### config.mk
export PLATFORM = sky130hd
export DESIGN_NAME = debounced_long_press_toggle
export DESIGN_NICKNAME = d
export VERILOG_FILES = /design/src/rtl/dlpt_pkg.sv /design/src/rtl/debounced_long_press_toggle.sv /design/src/rtl/dlpt_core.sv
export SDC_FILE = /design/constraint.sdc
export NUM_CORES = 1
export LEC_CHECK = 0
export ABC_AREA = 1
export BUFFER_PORTS_ARGS = -buffer_cell sky130_fd_sc_hd__buf_2
export CORE_ASPECT_RATIO = 0.5
export CORE_MARGIN = 5
export CORE_UTILIZATION = 30
export DETAILED_ROUTE_END_ITERATION = 6
export SYNTH_ARGS = -nofsm -noshare
export SYNTH_HDL_FRONTEND = slang
export SYNTH_HIERARCHICAL = 1
export SYNTH_SLANG_ARGS = --single-unit
### constraint.sdc
create_clock -name clk -period 4.07 [get_ports clk]
set_input_delay 0.2035 -clock clk [delete_from_list [all_inputs] [get_ports clk]]
set_output_delay 0.2035 -clock clk [all_outputs]
set_load 0.02 [all_outputs]
### src/rtl/dlpt_pkg.sv
package dlpt_pkg;

	// counter and setting width
	localparam int unsigned CNT_W = 16;
	localparam logic [CNT_W-1:0] CNT_MAX = {CNT_W{1'b1}};

	// register indexes
	localparam logic REG_DEBOUNCE = 1'b0;
	localparam logic REG_HOLD     = 1'b1;

	// register reset values
	localparam logic [CNT_W-1:0] DEBOUNCE_RST = 16'd50;
	localparam logic [CNT_W-1:0] HOLD_RST     = 16'd3000;

	// button levels
	localparam logic LVL_PRESSED  = 1'b0;
	localparam logic LVL_RELEASED = 1'b1;

	// one tick request
	typedef struct packed {
		logic ack_change;
		logic clear_request;
		logic button_level;
	} item_t;

	// one tick result
	typedef struct packed {
		logic hold_fired;
		logic stable_pressed;
		logic state_changed;
		logic alarm_active;
	} result_t;

	// saturating increment
	function automatic logic [CNT_W-1:0] sat_inc(input logic [CNT_W-1:0] v);
		sat_inc = (v == CNT_MAX) ? CNT_MAX : v + CNT_W'(1);
	endfunction

endpackage

### src/rtl/debounced_long_press_toggle.sv
// a request is held in the input register, then in the result register, until the output takes it
// throughput: one request per cycle unless the output stalls; input and result registers advance together
// the state update of one tick is a single pass of compare and increment logic
// reset: asynchronous active low; settings return to 50 and 3000 ticks, levels to
// released, counters and flags to zero, both pipeline stages empty
module debounced_long_press_toggle (
	input  logic                       clk,
	input  logic                       arst_n,
	input  logic                       s_axis_tvalid,
	output logic                       s_axis_tready,
	input  logic [7:0]                 s_axis_tdata,  // button_level, clear_request, ack_change
	output logic                       m_axis_tvalid,
	input  logic                       m_axis_tready,
	output logic [7:0]                 m_axis_tdata,  // alarm_active, state_changed, stable_pressed, hold_fired
	input  logic                       cfg_we,
	input  logic                       cfg_index,
	input  logic [dlpt_pkg::CNT_W-1:0] cfg_wdata
);
	import dlpt_pkg::*;

	logic [CNT_W-1:0] debounce_ticks_q;
	logic [CNT_W-1:0] hold_ticks_q;
	item_t            item_s1;
	logic             valid_s1;
	result_t          res_s2;
	logic             valid_s2;
	result_t          res;
	logic             advance;
	logic             en;

	// pipeline moves when the result slot is free or being taken
	assign advance = !valid_s2 || m_axis_tready;
	assign s_axis_tready = !valid_s1 || advance;
	assign en = valid_s1 && advance;

	// settings
	always_ff @(posedge clk or negedge arst_n) begin
		if (!arst_n) begin
			debounce_ticks_q <= DEBOUNCE_RST;
			hold_ticks_q <= HOLD_RST;
		end else if (cfg_we) begin
			case (cfg_index)
				REG_DEBOUNCE: debounce_ticks_q <= cfg_wdata;
				REG_HOLD:     hold_ticks_q <= cfg_wdata;
				default:      ;
			endcase
		end
	end

	// input register
	always_ff @(posedge clk or negedge arst_n) begin
		if (!arst_n) begin
			valid_s1 <= 1'b0;
		end else if (s_axis_tready) begin
			valid_s1 <= s_axis_tvalid;
		end
	end

	always_ff @(posedge clk) begin
		if (s_axis_tready && s_axis_tvalid) begin
			item_s1 <= item_t'(s_axis_tdata[2:0]);
		end
	end

	// tick logic and state
	dlpt_core u_core (
		.clk            (clk),
		.arst_n         (arst_n),
		.en             (en),
		.item           (item_s1),
		.debounce_ticks (debounce_ticks_q),
		.hold_ticks     (hold_ticks_q),
		.res            (res)
	);

	// result register
	always_ff @(posedge clk or negedge arst_n) begin
		if (!arst_n) begin
			valid_s2 <= 1'b0;
		end else if (advance) begin
			valid_s2 <= valid_s1;
		end
	end

	always_ff @(posedge clk) begin
		if (en) begin
			res_s2 <= res;
		end
	end

	assign m_axis_tvalid = valid_s2;
	assign m_axis_tdata = {4'b0000, res_s2};

endmodule

### src/rtl/dlpt_core.sv
module dlpt_core (
	input  logic                          clk,
	input  logic                          arst_n,
	input  logic                          en,
	input  dlpt_pkg::item_t               item,
	input  logic [dlpt_pkg::CNT_W-1:0]    debounce_ticks,
	input  logic [dlpt_pkg::CNT_W-1:0]    hold_ticks,
	output dlpt_pkg::result_t             res
);
	import dlpt_pkg::*;

	logic             last_sample_q;
	logic             stable_q;
	logic [CNT_W-1:0] debounce_cnt_q;
	logic             holding_q;
	logic [CNT_W-1:0] hold_cnt_q;
	logic             hold_done_q;
	logic             alarm_q;
	logic             changed_q;

	logic             stable_d;
	logic [CNT_W-1:0] debounce_cnt_d;
	logic             holding_d;
	logic [CNT_W-1:0] hold_cnt_d;
	logic             hold_done_d;
	logic             alarm_d;
	logic             changed_d;
	logic             fire;
	logic             settle;

	// next state for one tick
	always_comb begin
		hold_cnt_d = holding_q ? sat_inc(hold_cnt_q) : hold_cnt_q;
		debounce_cnt_d = (item.button_level != last_sample_q) ? '0 : sat_inc(debounce_cnt_q);
		stable_d = stable_q;
		holding_d = holding_q;
		hold_done_d = hold_done_q;
		settle = (debounce_cnt_d >= debounce_ticks) && (item.button_level != stable_q);
		if (settle) begin
			stable_d = item.button_level;
			holding_d = (item.button_level == LVL_PRESSED);
			hold_cnt_d = '0;
			hold_done_d = 1'b0;
		end
		fire = holding_d && !hold_done_d && (hold_cnt_d >= hold_ticks);
		alarm_d = alarm_q ^ fire;
		changed_d = changed_q | fire;
		if (fire) begin
			hold_done_d = 1'b1;
		end
		// clear drops an active alarm
		if (item.clear_request && alarm_d) begin
			alarm_d = 1'b0;
			changed_d = 1'b1;
		end
		// acknowledge is applied last
		if (item.ack_change) begin
			changed_d = 1'b0;
		end
	end

	// result of this tick
	always_comb begin
		res.alarm_active = alarm_d;
		res.state_changed = changed_d;
		res.stable_pressed = (stable_d == LVL_PRESSED);
		res.hold_fired = fire;
	end

	// state registers
	always_ff @(posedge clk or negedge arst_n) begin
		if (!arst_n) begin
			last_sample_q <= LVL_RELEASED;
			stable_q <= LVL_RELEASED;
			debounce_cnt_q <= '0;
			holding_q <= 1'b0;
			hold_cnt_q <= '0;
			hold_done_q <= 1'b0;
			alarm_q <= 1'b0;
			changed_q <= 1'b0;
		end else if (en) begin
			last_sample_q <= item.button_level;
			stable_q <= stable_d;
			debounce_cnt_q <= debounce_cnt_d;
			holding_q <= holding_d;
			hold_cnt_q <= hold_cnt_d;
			hold_done_q <= hold_done_d;
			alarm_q <= alarm_d;
			changed_q <= changed_d;
		end
	end

	// a hold runs only while the stable level is pressed
	a_hold_pressed: assert property (@(posedge clk) disable iff (!arst_n)
		holding_q |-> (stable_q == LVL_PRESSED))
		else $error("hold active while released");

	// a fired hold is marked done so it toggles once per press
	a_fire_once: assert property (@(posedge clk) disable iff (!arst_n)
		en && fire |=> hold_done_q && holding_q)
		else $error("hold fired without being marked done");

	// the alarm only turns on from a hold
	a_alarm_rise: assert property (@(posedge clk) disable iff (!arst_n)
		$rose(alarm_q) |-> $past(en && fire))
		else $error("alarm set without a long press");

	// acknowledge always leaves the changed flag low
	a_ack_wins: assert property (@(posedge clk) disable iff (!arst_n)
		en && item.ack_change |=> !changed_q)
		else $error("changed flag set after acknowledge");

endmodule
==> results of run 1 <==
[critical path: cells and delay by family, from the launching register on]
family | cells | cell delay, ps
AO/OA/AOI/OAI | 5 | 680
adder cells (fa/ha/maj) | 3 | 700
buffers and inverters | 4 | 420
flip-flops | 1 | 390
AND/OR/NAND/NOR | 20 | 1660
[logic make-up (layout without fill, tap and decap cells)]
kind of cell / Yosys count / after routing / share of synthesized area [%]
simple gates: 301 / 301 / 27.0
buf+inv: 115 / 195 / 10.5
compound gates: 86 / 86 / 9.78
flops: 79 / 79 / 40.8
fa+ha+maj: 34 / 34 / 8.57
xor+xnor: 18 / 18 / 3.18
other cells: 1 / 4 / 0.0756
[power by group through the flow]
stage / Combinational, W / Clock, W / Sequential (W)
floorplan: 0.000365 / 0 / 0.000979
global placement: 0.000526 / 0 / 0.000997
detailed placement: 0.000535 / 0 / 0.00100
CTS: 0.000595 / 0.000816 / 0.000987
global route: 0.000715 / 0.000850 / 0.00100
finish: 0.000630 / 0.000797 / 0.000988
[layer usage]
layer	vias to the layer above	routed length, µm	track usage (%)
met2	82	5430	20.7
met5	-	0	0
met4	0	149	3.20
met1	1976	6220	18.3
met3	13	501	1.73
li1	2191	-	-
[Yosys cell counts (6+ instances only)]
cell,count
nand4_1,9
dfrtp_1,60
nand3_1,52
dfstp_2,12
inv_1,83
nor2_1,18
o21ai_0,27
nand2_1,193
edfxtp_1,7
buf_4,14
clkbuf_1,6
a31oi_1,6
ha_1,34
a21oi_1,32
nor2_2,8
xor2_1,16
o21ai_1,8
[final cells by class]
class | count | area, µm²
multi-input combinational | 443 | 2810
timing repair buffer | 92 | 658
clock inverter | 4 | 47.5
sequential | 79 | 2030
inverter | 87 | 339
fill | 1663 | 9900
clock buffer | 12 | 246
tap | 227 | 284
[sequential cells by signal, summed over array words and instances (netlist names)]
| signal | flops |
|---|---|
| valid_s1 | 1 |
| u_core/last_sample_q | 1 |
| u_core/alarm_q | 1 |
| u_core/holding_q | 1 |
| m_axis_tdata | 4 |
| u_core/changed_q | 1 |
| debounce_ticks_q | 16 |
| u_core/stable_q | 1 |
| u_core/hold_done_q | 1 |
| item_s1 | 3 |
| hold_ticks_q | 16 |
| u_core/debounce_cnt_q | 16 |
| u_core/hold_cnt_q | 16 |
| m_axis_tvalid | 1 |
[how the worst max path moves through the flow]
stage	from	to	slack (ps)
after detailed placement	u_core/debounce_cnt_q[2]	m_axis_tdata[0]	-280
after global routing	u_core/debounce_cnt_q[0]	m_axis_tdata[0]	-370
after CTS	u_core/debounce_cnt_q[0]	m_axis_tdata[0]	-7
after global placement	u_core/debounce_cnt_q[2]	m_axis_tdata[0]	-220
after floorplan	u_core/debounce_cnt_q[0]	m_axis_tdata[0]	20
final	u_core/debounce_cnt_q[0]	m_axis_tdata[0]	-30
[timing repair]
item	CTS	global route
setup endpoints to repair	6	6
gates resized for setup	43	30
endpoints found under the hold margin	22	0
pin swaps	25	29
hold buffers	1	0
setup buffers	6	3
gates cloned	1	0
[metrics by stage]
step,setup TNS [ps],setup WS (ps)
2_1_floorplan,0,17.7
3_3_place_gp,-937,-221
3_5_place_dp,-1270,-282
4_1_cts,-7.22,-7.22
5_1_grt,-1730,-367
6_report,-31.6,-31.4
==> results.tsv, run 1 <==
metric	value	unit
reg2reg_slack	-30	ps
clock_latency	330	ps
synthToLayoutAreaGrowth	29.2	%
timing.fmax	244	MHz
failed_checks	setup timing	
io_buffers	30	
wl_per_cell	13.0	µm
synth_cell_types	44	
die_width	192	µm
yosys.area.top_type	dfrtp_1	
reg2reg_depth	32	
grt_pass1_wl	20300	µm
slew_headroom	33.1	%
clock_skew	6.02	ps
htreeDepth	3	
ys_async_sr_fraction	91.1	%
clk_path_buf_depth	2	
power_frac_clock	33.0	%
synth_area_leaders	dfrtp_1 30%, nand2_1 15%, ha_1 8.6%	
diodes	0	
drt_wl_total	12300	µm
crit_required	4160	ps
setup_viol	2	
fin_util	39.3	%
cts_root_buf	clkbuf_16	
p_switching	0.000756	W
start_kind	register	
post-route-period-util	101	%
dp_hpwl	8850	µm
drc	0	
tritoncts	built	
hold_path_depth	1	
p_int	0.00166	W
slew_violations	0	
criticalPathCategory	register to register	
power.leakage	3.11	nW
cp_slowest_cell	dfrtp_1	
gr-usage-all-layers	12.8	%
path_common_cell	nand2_1	
fin_nets	776	
final_cell_mix	187 x nand2_1, 78 x inv_1, 60 x dfrtp_1, 57 x buf_4, 46 x nand3_1	
synth_edf_count	7	
crit_path_end_kind	register	
synth_top_area_share	30.3	%
cts_made_buffers	9	
fp.dieH	101	µm
path_clk_slew	60	ps
synth_seq_cells	79	
place_inst	917	
antenna_found_initial	0	
p_sw_share	31.3	%
grt_max_degree	49	
drive_above_1_share	28.0	%
avgSynthCellArea	7.83	µm²
yosysWarnings	6	
final_cells	944	
ys.flop_type	dfrtp_1	
final_common_cell	nand2_1	
rsz0062_at_grt	true	
synth.cell_area	4960	µm²
cp.arrival	4190	ps
start_util	30.4	%
clock_sinks	79	
max_slew.worst_pin.slew	1000	ps
synth_seq_area_share	40.8	%
fin_ws	-31.4	ps
r2r_end	m_axis_tdata[0]	
power_density	377	nW/µm²
cp_slowest_stage_delay	390	ps
gp_congestion	0.839	
hold_viol_final	0	
stdcell_area	6410	µm²
dieArea	19400	µm²
whs	48.5	ps
routed_via_density	4.51	
synthCells	634	
min_path_type	input pin to register	
crit_path_max_fanout	7	
grt_pass1_vias	4221	
r2r-start	u_core/debounce_cnt_q[0]	
ant_nets	0	
combPwrFrac	26.1	%
irDropWorstVdd	0.000251	V
drt-initial-drc-count	278	
io_pins	40	
core	16300	µm²
p_seq_share	40.9	%
num_rows	33	
worstHoldStart	s_axis_tdata[0]	
power	0.00241	W
period_minus_slack	4100	ps
vias	4262	
outcome	finished with violations	
grt_overflow	0	
post_dp_cell_area	5660	µm²
hold_path_end	item_s1[0]	
drv_cap	0	
firstDrtPassIters	5	
Note: power is estimated with default switching activity, not from simulation.
==> run 2, diff against run 1 <==
--- a/config.mk
+++ b/config.mk
@@ -7,7 +7,7 @@
 export LEC_CHECK = 0
 export ABC_AREA = 1
 export BUFFER_PORTS_ARGS = -buffer_cell sky130_fd_sc_hd__buf_2
-export CORE_ASPECT_RATIO = 0.5
+export CORE_ASPECT_RATIO = 1.5
 export CORE_MARGIN = 5
 export CORE_UTILIZATION = 30
 export DETAILED_ROUTE_END_ITERATION = 6
==> run 2 against run 1 <==
Effect of this change:
- the flow now finishes without violations
- clock power up 8.4%
- worst hold slack worse by 39 ps
- non-clock buffer count up 4
- total power up 3.2%
- global-route usage about the same
- clock skew up 2.7 ps
- first-iteration DRC count down 5.4%
- clock-buffer cell count down 3
- wire length down 0.76%
- die area down 0.53%
- critical path type unchanged
- largest power group unchanged
==> results.tsv, run 2 (synthesized netlist as in run 1, its figures left out) <==
metric	value	unit	change
p_sw_share	31.1	%	-0.23 points
power	0.00249	W	+3.2%
path_clk_slew	60	ps	about the same
final.fill_count	1712		+2.9%
cp_slowest_stage_delay	350	ps	-40 ps
cp.arrival	4130	ps	-60 ps
num_rows	57		+73%
min_path_type	input pin to async pin		
outcome	complete, no violations		
crit_path_end_kind	register		
io_buffers	30		unchanged
drc	0		unchanged
slew_headroom	24.2	%	-8.9 points
drt_wl_total	12200	µm	-0.76%
start_util	30.5	%	+0.091 points
clock_skew	8.72	ps	+2.70 ps
irDropWorstVdd	0.000286	V	+14%
whs	9.54	ps	-39.0 ps
cts_made_buffers	9		unchanged
fp.dieH	168	µm	+66%
place_inst	900		-1.9%
crit_required	4160	ps	about the same
tritoncts	built		
multi_input_area	2730	µm²	-2.8%
drive_above_1_share	28.2	%	+0.12 points
p_int	0.00172	W	+3.6%
combPwrFrac	25.9	%	-0.2 points
p_seq_share	39.4	%	-1.5 points
die_width	115	µm	-40%
ant_nets	0		unchanged
setup_viol	0		-2
period_minus_slack	4030	ps	-68.3 ps
max_slew.worst_pin.slew	1140	ps	+134 ps
gr-usage-all-layers	12.8	%	-0.025 points
grt_pass1_wl	20000	µm	-1.3%
vias	4328		+1.5%
dp_hpwl	8820	µm	-0.28%
post_dp_cell_area	5660	µm²	+0.11%
drv_cap	0		unchanged
power_density	392	nW/µm²	+4.1%
cp_slowest_cell	dfrtp_1		
diodes	0		unchanged
power.leakage	3.16	nW	+1.5%
final_cell_mix	189 x nand2_1, 80 x inv_1, 62 x buf_4, 60 x dfrtp_1, 45 x nand3_1		
power_frac_clock	34.6	%	+1.6 points
clk_path_buf_depth	2		unchanged
htreeDepth	3		unchanged
final_common_cell	nand2_1		
core	16300	µm²	-0.30%
stdcell_area	6360	µm²	-0.84%
drt-initial-drc-count	263		-5.4%
timing.fmax	248	MHz	+1.7%
synthToLayoutAreaGrowth	28.1	%	
cts_root_buf	clkbuf_16		
wl_per_cell	13.2	µm	+1.1%
dieArea	19300	µm²	-0.53%
rsz0062_at_grt	true		
crit_path_max_fanout	8		+1
gp_congestion	0.816		-2.7%
fin_nets	780		+0.52%
io_pins	40		unchanged
criticalPathCategory	register to register		
grt_overflow	0		unchanged
slew_violations	0		unchanged
post-route-period-util	99.1	%	-1.7 points
critPathBufInv	5		+1
routed_via_density	4.67		+3.4%
antenna_found_initial	0		unchanged
layout.area.seq	2030	µm²	unchanged
grt_max_degree	73		+49%
final_cells	927		-1.8%
hold_viol_final	0		unchanged
setup_tns	0	ps	+31.6 ps
cp_top_family	simple AND/OR/NAND/NOR gates		
clock_sinks	79		unchanged
clock_latency	330	ps	about the same
firstDrtPassIters	4		-1
start_kind	register		
p_switching	0.000775	W	+2.5%
grt_pass1_vias	4205		-0.38%
[run 2: stage by stage]
step                      setup WS, ps  util, %
after global routing              -248     39.1
after global placement           -95.8     34.8
after CTS                         1.11     37.7
after floorplan                   17.7        -
final                             37.0     39.1
after detailed placement          -148     34.8
[run 2: layout make-up]
cell class | instances | share of cell area (%)
multi-input cells | 443 | 43.0
flip-flops and latches | 79 | 31.9
repair buffers | 96 | 10.7
inverters | 87 | 5.33
well taps | 206 | 4.05
clock buffers | 9 | 3.54
clock inverters | 7 | 1.54
[run 2: worst reg2reg max path: cells and delay by family (launching register included)]
family                   cells  cell delay [ps]
buffers and inverters        5              450
AND/OR/NAND/NOR             19             2210
XOR/XNOR                     1              150
adder cells (fa/ha/maj)      2              580
AO/OA/AOI/OAI                1               50
flip-flops                   1              350
[run 2: repair_timing]
action / in CTS / in global routing
setup endpoints to repair: 5 / 6
hold buffers: 0 / 0
pin swaps: 12 / 31
setup buffers: 5 / 6
gates resized for setup: 23 / 43
[run 2: final timing paths]
kind | startpoint | end | slack, ps | cells past startpoint
max in group asynchronous | arst_n | hold_ticks_q[15] | 3460 | 1
hold reg to reg | hold_ticks_q[7] | hold_ticks_q[7] | 460 | 2
hold / removal | arst_n | u_core/debounce_cnt_q[5] | 10 | 1
min in group clk | s_axis_tdata[0] | item_s1[0] | 50 | 1
setup reg to reg | u_core/debounce_cnt_q[0] | m_axis_tdata[0] | 40 | 28
setup / recovery | u_core/debounce_cnt_q[0] | m_axis_tdata[0] | 40 | 28
[run 2: per-layer routing]
layer,up-vias,track usage (%),routed length [µm]
met2,61,23.3,6450
met4,0,4.44,259
met1,2050,15.1,5170
li1,2200,-,-
met5,-,0,0
met3,17,1.77,333
[run 2: power groups by stage]
| stage | combinational, W | clock (W) | sequential, W |
|---|---|---|---|
| after floorplan | 0.000365 | 0 | 0.000979 |
| after global placement | 0.000535 | 0 | 0.000995 |
| after detailed placement | 0.000543 | 0 | 0.000996 |
| after CTS | 0.000596 | 0.000890 | 0.000982 |
| after global routing | 0.000734 | 0.000920 | 0.000996 |
| final | 0.000646 | 0.000864 | 0.000983 |
==> run 3, diff against run 2 <==
--- a/config.mk
+++ b/config.mk
@@ -7,10 +7,12 @@
 export LEC_CHECK = 0
 export ABC_AREA = 1
 export BUFFER_PORTS_ARGS = -buffer_cell sky130_fd_sc_hd__buf_2
-export CORE_ASPECT_RATIO = 1.5
+export CELL_PAD_IN_SITES_DETAIL_PLACEMENT = 1
+export CELL_PAD_IN_SITES_GLOBAL_PLACEMENT = 1
 export CORE_MARGIN = 5
 export CORE_UTILIZATION = 30
 export DETAILED_ROUTE_END_ITERATION = 6
+export PLACE_DENSITY_LB_ADDON = 0.1
 export SYNTH_ARGS = -nofsm -noshare
 export SYNTH_HDL_FRONTEND = slang
 export SYNTH_HIERARCHICAL = 1
==> run 3 against run 2 <==
Effect of this change:
- the flow now finishes with violations (setup timing)
- clock-buffer cell count up 2
- setup slack worse by 83 ps
- clock skew down 0.75 ps
- non-clock buffer count up 11
- wire length up 20%
- clock power up 5.4%
- critical path depth unchanged
- sequential power up 1%
- first-iteration DRC count down 38%
- via count up 1.0%
- largest cell class unchanged
- highest routed layer unchanged
==> results.tsv, run 3 (synthesized netlist as in run 1, its figures left out) <==
metric	value	unit	change
outcome	finished with violations		
failed_checks	setup timing		
fin_nets	791		+1.4%
max_slew.worst_pin.slew	1160	ps	+19.4 ps
fp.dieH	139	µm	-17%
ant_nets	0		unchanged
crit_required	4160	ps	about the same
clock_skew	7.97	ps	-0.751 ps
drc	0		unchanged
firstDrtPassIters	4		unchanged
min_path_type	input pin to register		
tritoncts	built		
gr-usage-all-layers	15.5	%	+2.7 points
power.leakage	3.20	nW	+1.3%
cts_made_buffers	9		unchanged
core	16400	µm²	+0.90%
cp_slowest_cell	dfrtp_1		
start_kind	register		
grt_max_degree	49		-33%
power_density	389	nW/µm²	-0.80%
cts_root_buf	clkbuf_16		
final_cell_mix	187 x nand2_1, 76 x inv_1, 73 x buf_4, 59 x dfrtp_1, 46 x nand3_1		
setup_viol	1		+1
slew_headroom	22.9	%	-1.3 points
met2_usage	23.6	%	+0.22 points
diodes	0		unchanged
grtUsageMet3	2.17	%	+0.40 points
drt-initial-drc-count	164		-38%
irDropWorstVdd	0.000202	V	-29%
criticalPathCategory	register to register		
routed_via_density	4.59		-1.6%
slew_violations	0		unchanged
final_common_cell	nand2_1		
clock_latency	340	ps	about the same
top_usage_layer	met2		
clk_path_buf_depth	2		unchanged
die_width	139	µm	+21%
htreeDepth	3		unchanged
drv_cap	0		unchanged
io_pins	40		unchanged
place_inst	925		+2.8%
fin_ws	-45.8	ps	-82.7 ps
gp_congestion	0.820		+0.49%
drt_wl_total	14600	µm	+20%
power	0.00255	W	+2.4%
grt_overflow	0		unchanged
antenna_found_initial	0		unchanged
grt_pass1_vias	4554		+8.3%
start_util	30.2	%	-0.27 points
cp_slowest_stage_delay	420	ps	+70 ps
period_minus_slack	4120	ps	+82.7 ps
crit_path_end_kind	register		
final_cells	952		+2.7%
crit_path_max_fanout	5		-3
dp_hpwl	11100	µm	+26%
vias	4373		+1.0%
timing.fmax	243	MHz	-2.0%
drive_above_1_share	30.9	%	+2.7 points
grt_pass1_wl	24300	µm	+21%
hold_viol_final	0		unchanged
synthToLayoutAreaGrowth	32.2	%	
clock_sinks	79		unchanged
path_clk_slew	60	ps	about the same
use_met1	23.2	%	+8.1 points
dieArea	19200	µm²	-0.28%
rsz0062_at_grt	true		
num_rows	47		-18%
post-route-period-util	101	%	+2.0 points
io_buffers	30		unchanged
cp.arrival	4210	ps	+80 ps
place_ws	-404	ps	-256 ps
wl_per_cell	15.4	µm	+17%
## run 3: cell count changes in the layout (fill, tap and decap cells not counted), moves of 3 or more
cell    delta
inv_2      +5
nor2_1     -3
inv_1      -4
ha_1       -4
ha_4       +5
buf_4     +11
## run 3: path summary, 6_finish.rpt
check                                               from              endpoint  slack, ps  cells past startpoint
worst max register to register  u_core/debounce_cnt_q[0]       m_axis_tdata[0]        -50                     28
worst min-delay path                     s_axis_tdata[0]            item_s1[0]         40                      1
max in group asynchronous                         arst_n  u_core/last_sample_q       2770                      3
min in group asynchronous                         arst_n  debounce_ticks_q[10]        410                      2
worst max-delay path            u_core/debounce_cnt_q[0]       m_axis_tdata[0]        -50                     28
worst min register to register       debounce_ticks_q[5]   debounce_ticks_q[5]        460                      2
## run 3: timing repair
action                                 CTS  global route
setup buffers                            6             5
resized for setup                       39            43
hold buffers                             1             0
setup endpoints to repair                6             6
cloned                                   0             0
endpoints found under the hold margin   34             0
pin swaps                               26            33
## run 3: layer usage
| layer | part of all wire [%] | routed length (µm) | up-vias |
|---|---|---|---|
| li1 | - | - | 2212 |
| met1 | 52 | 7630 | 2112 |
| met5 | 0 | 0 | - |
| met4 | 1.2 | 175 | 0 |
| met3 | 2.1 | 308 | 11 |
| met2 | 45 | 6530 | 38 |
## run 3: cell type report
class | instances | area (µm²)
clock buffers | 11 | 253
well taps | 220 | 275
clock inverters | 5 | 80.1
repair buffers | 107 | 752
fillers | 1945 | 9850
flip-flops and latches | 79 | 2030
multi-input cells | 443 | 2840
inverters | 87 | 337
## run 3: power breakdown
part / leakage, nW / switching (W) / internal [W]
clock network: 0.158 / 0.000341 / 0.000570
logic: 2.06 / 0.000383 / 0.000266
registers: 0.978 / 0.0000864 / 0.000906
## run 3: critical path: cells and delay by family (launching register included)
family,cells,cell delay (ps)
buffers and inverters,4,340
adder cells (fa/ha/maj),2,520
AND/OR/NAND/NOR,17,1990
flip-flops,1,420
AO/OA/AOI/OAI,5,580
## run 3: per-stage QoR
step / area [µm²] / setup TNS (ps) / hold slack, ps / util [%]
2_1_floorplan: 5010 / 0 / -92.1 / -
3_3_place_gp: 5750 / -1200 / 260 / 35.0
3_5_place_dp: 5750 / -1930 / 262 / 35.0
4_1_cts: 6320 / -637 / 23.4 / 38.5
5_1_grt: 6560 / -1640 / 20.6 / 40.0
6_report: 6560 / -45.8 / 39.1 / 40.0
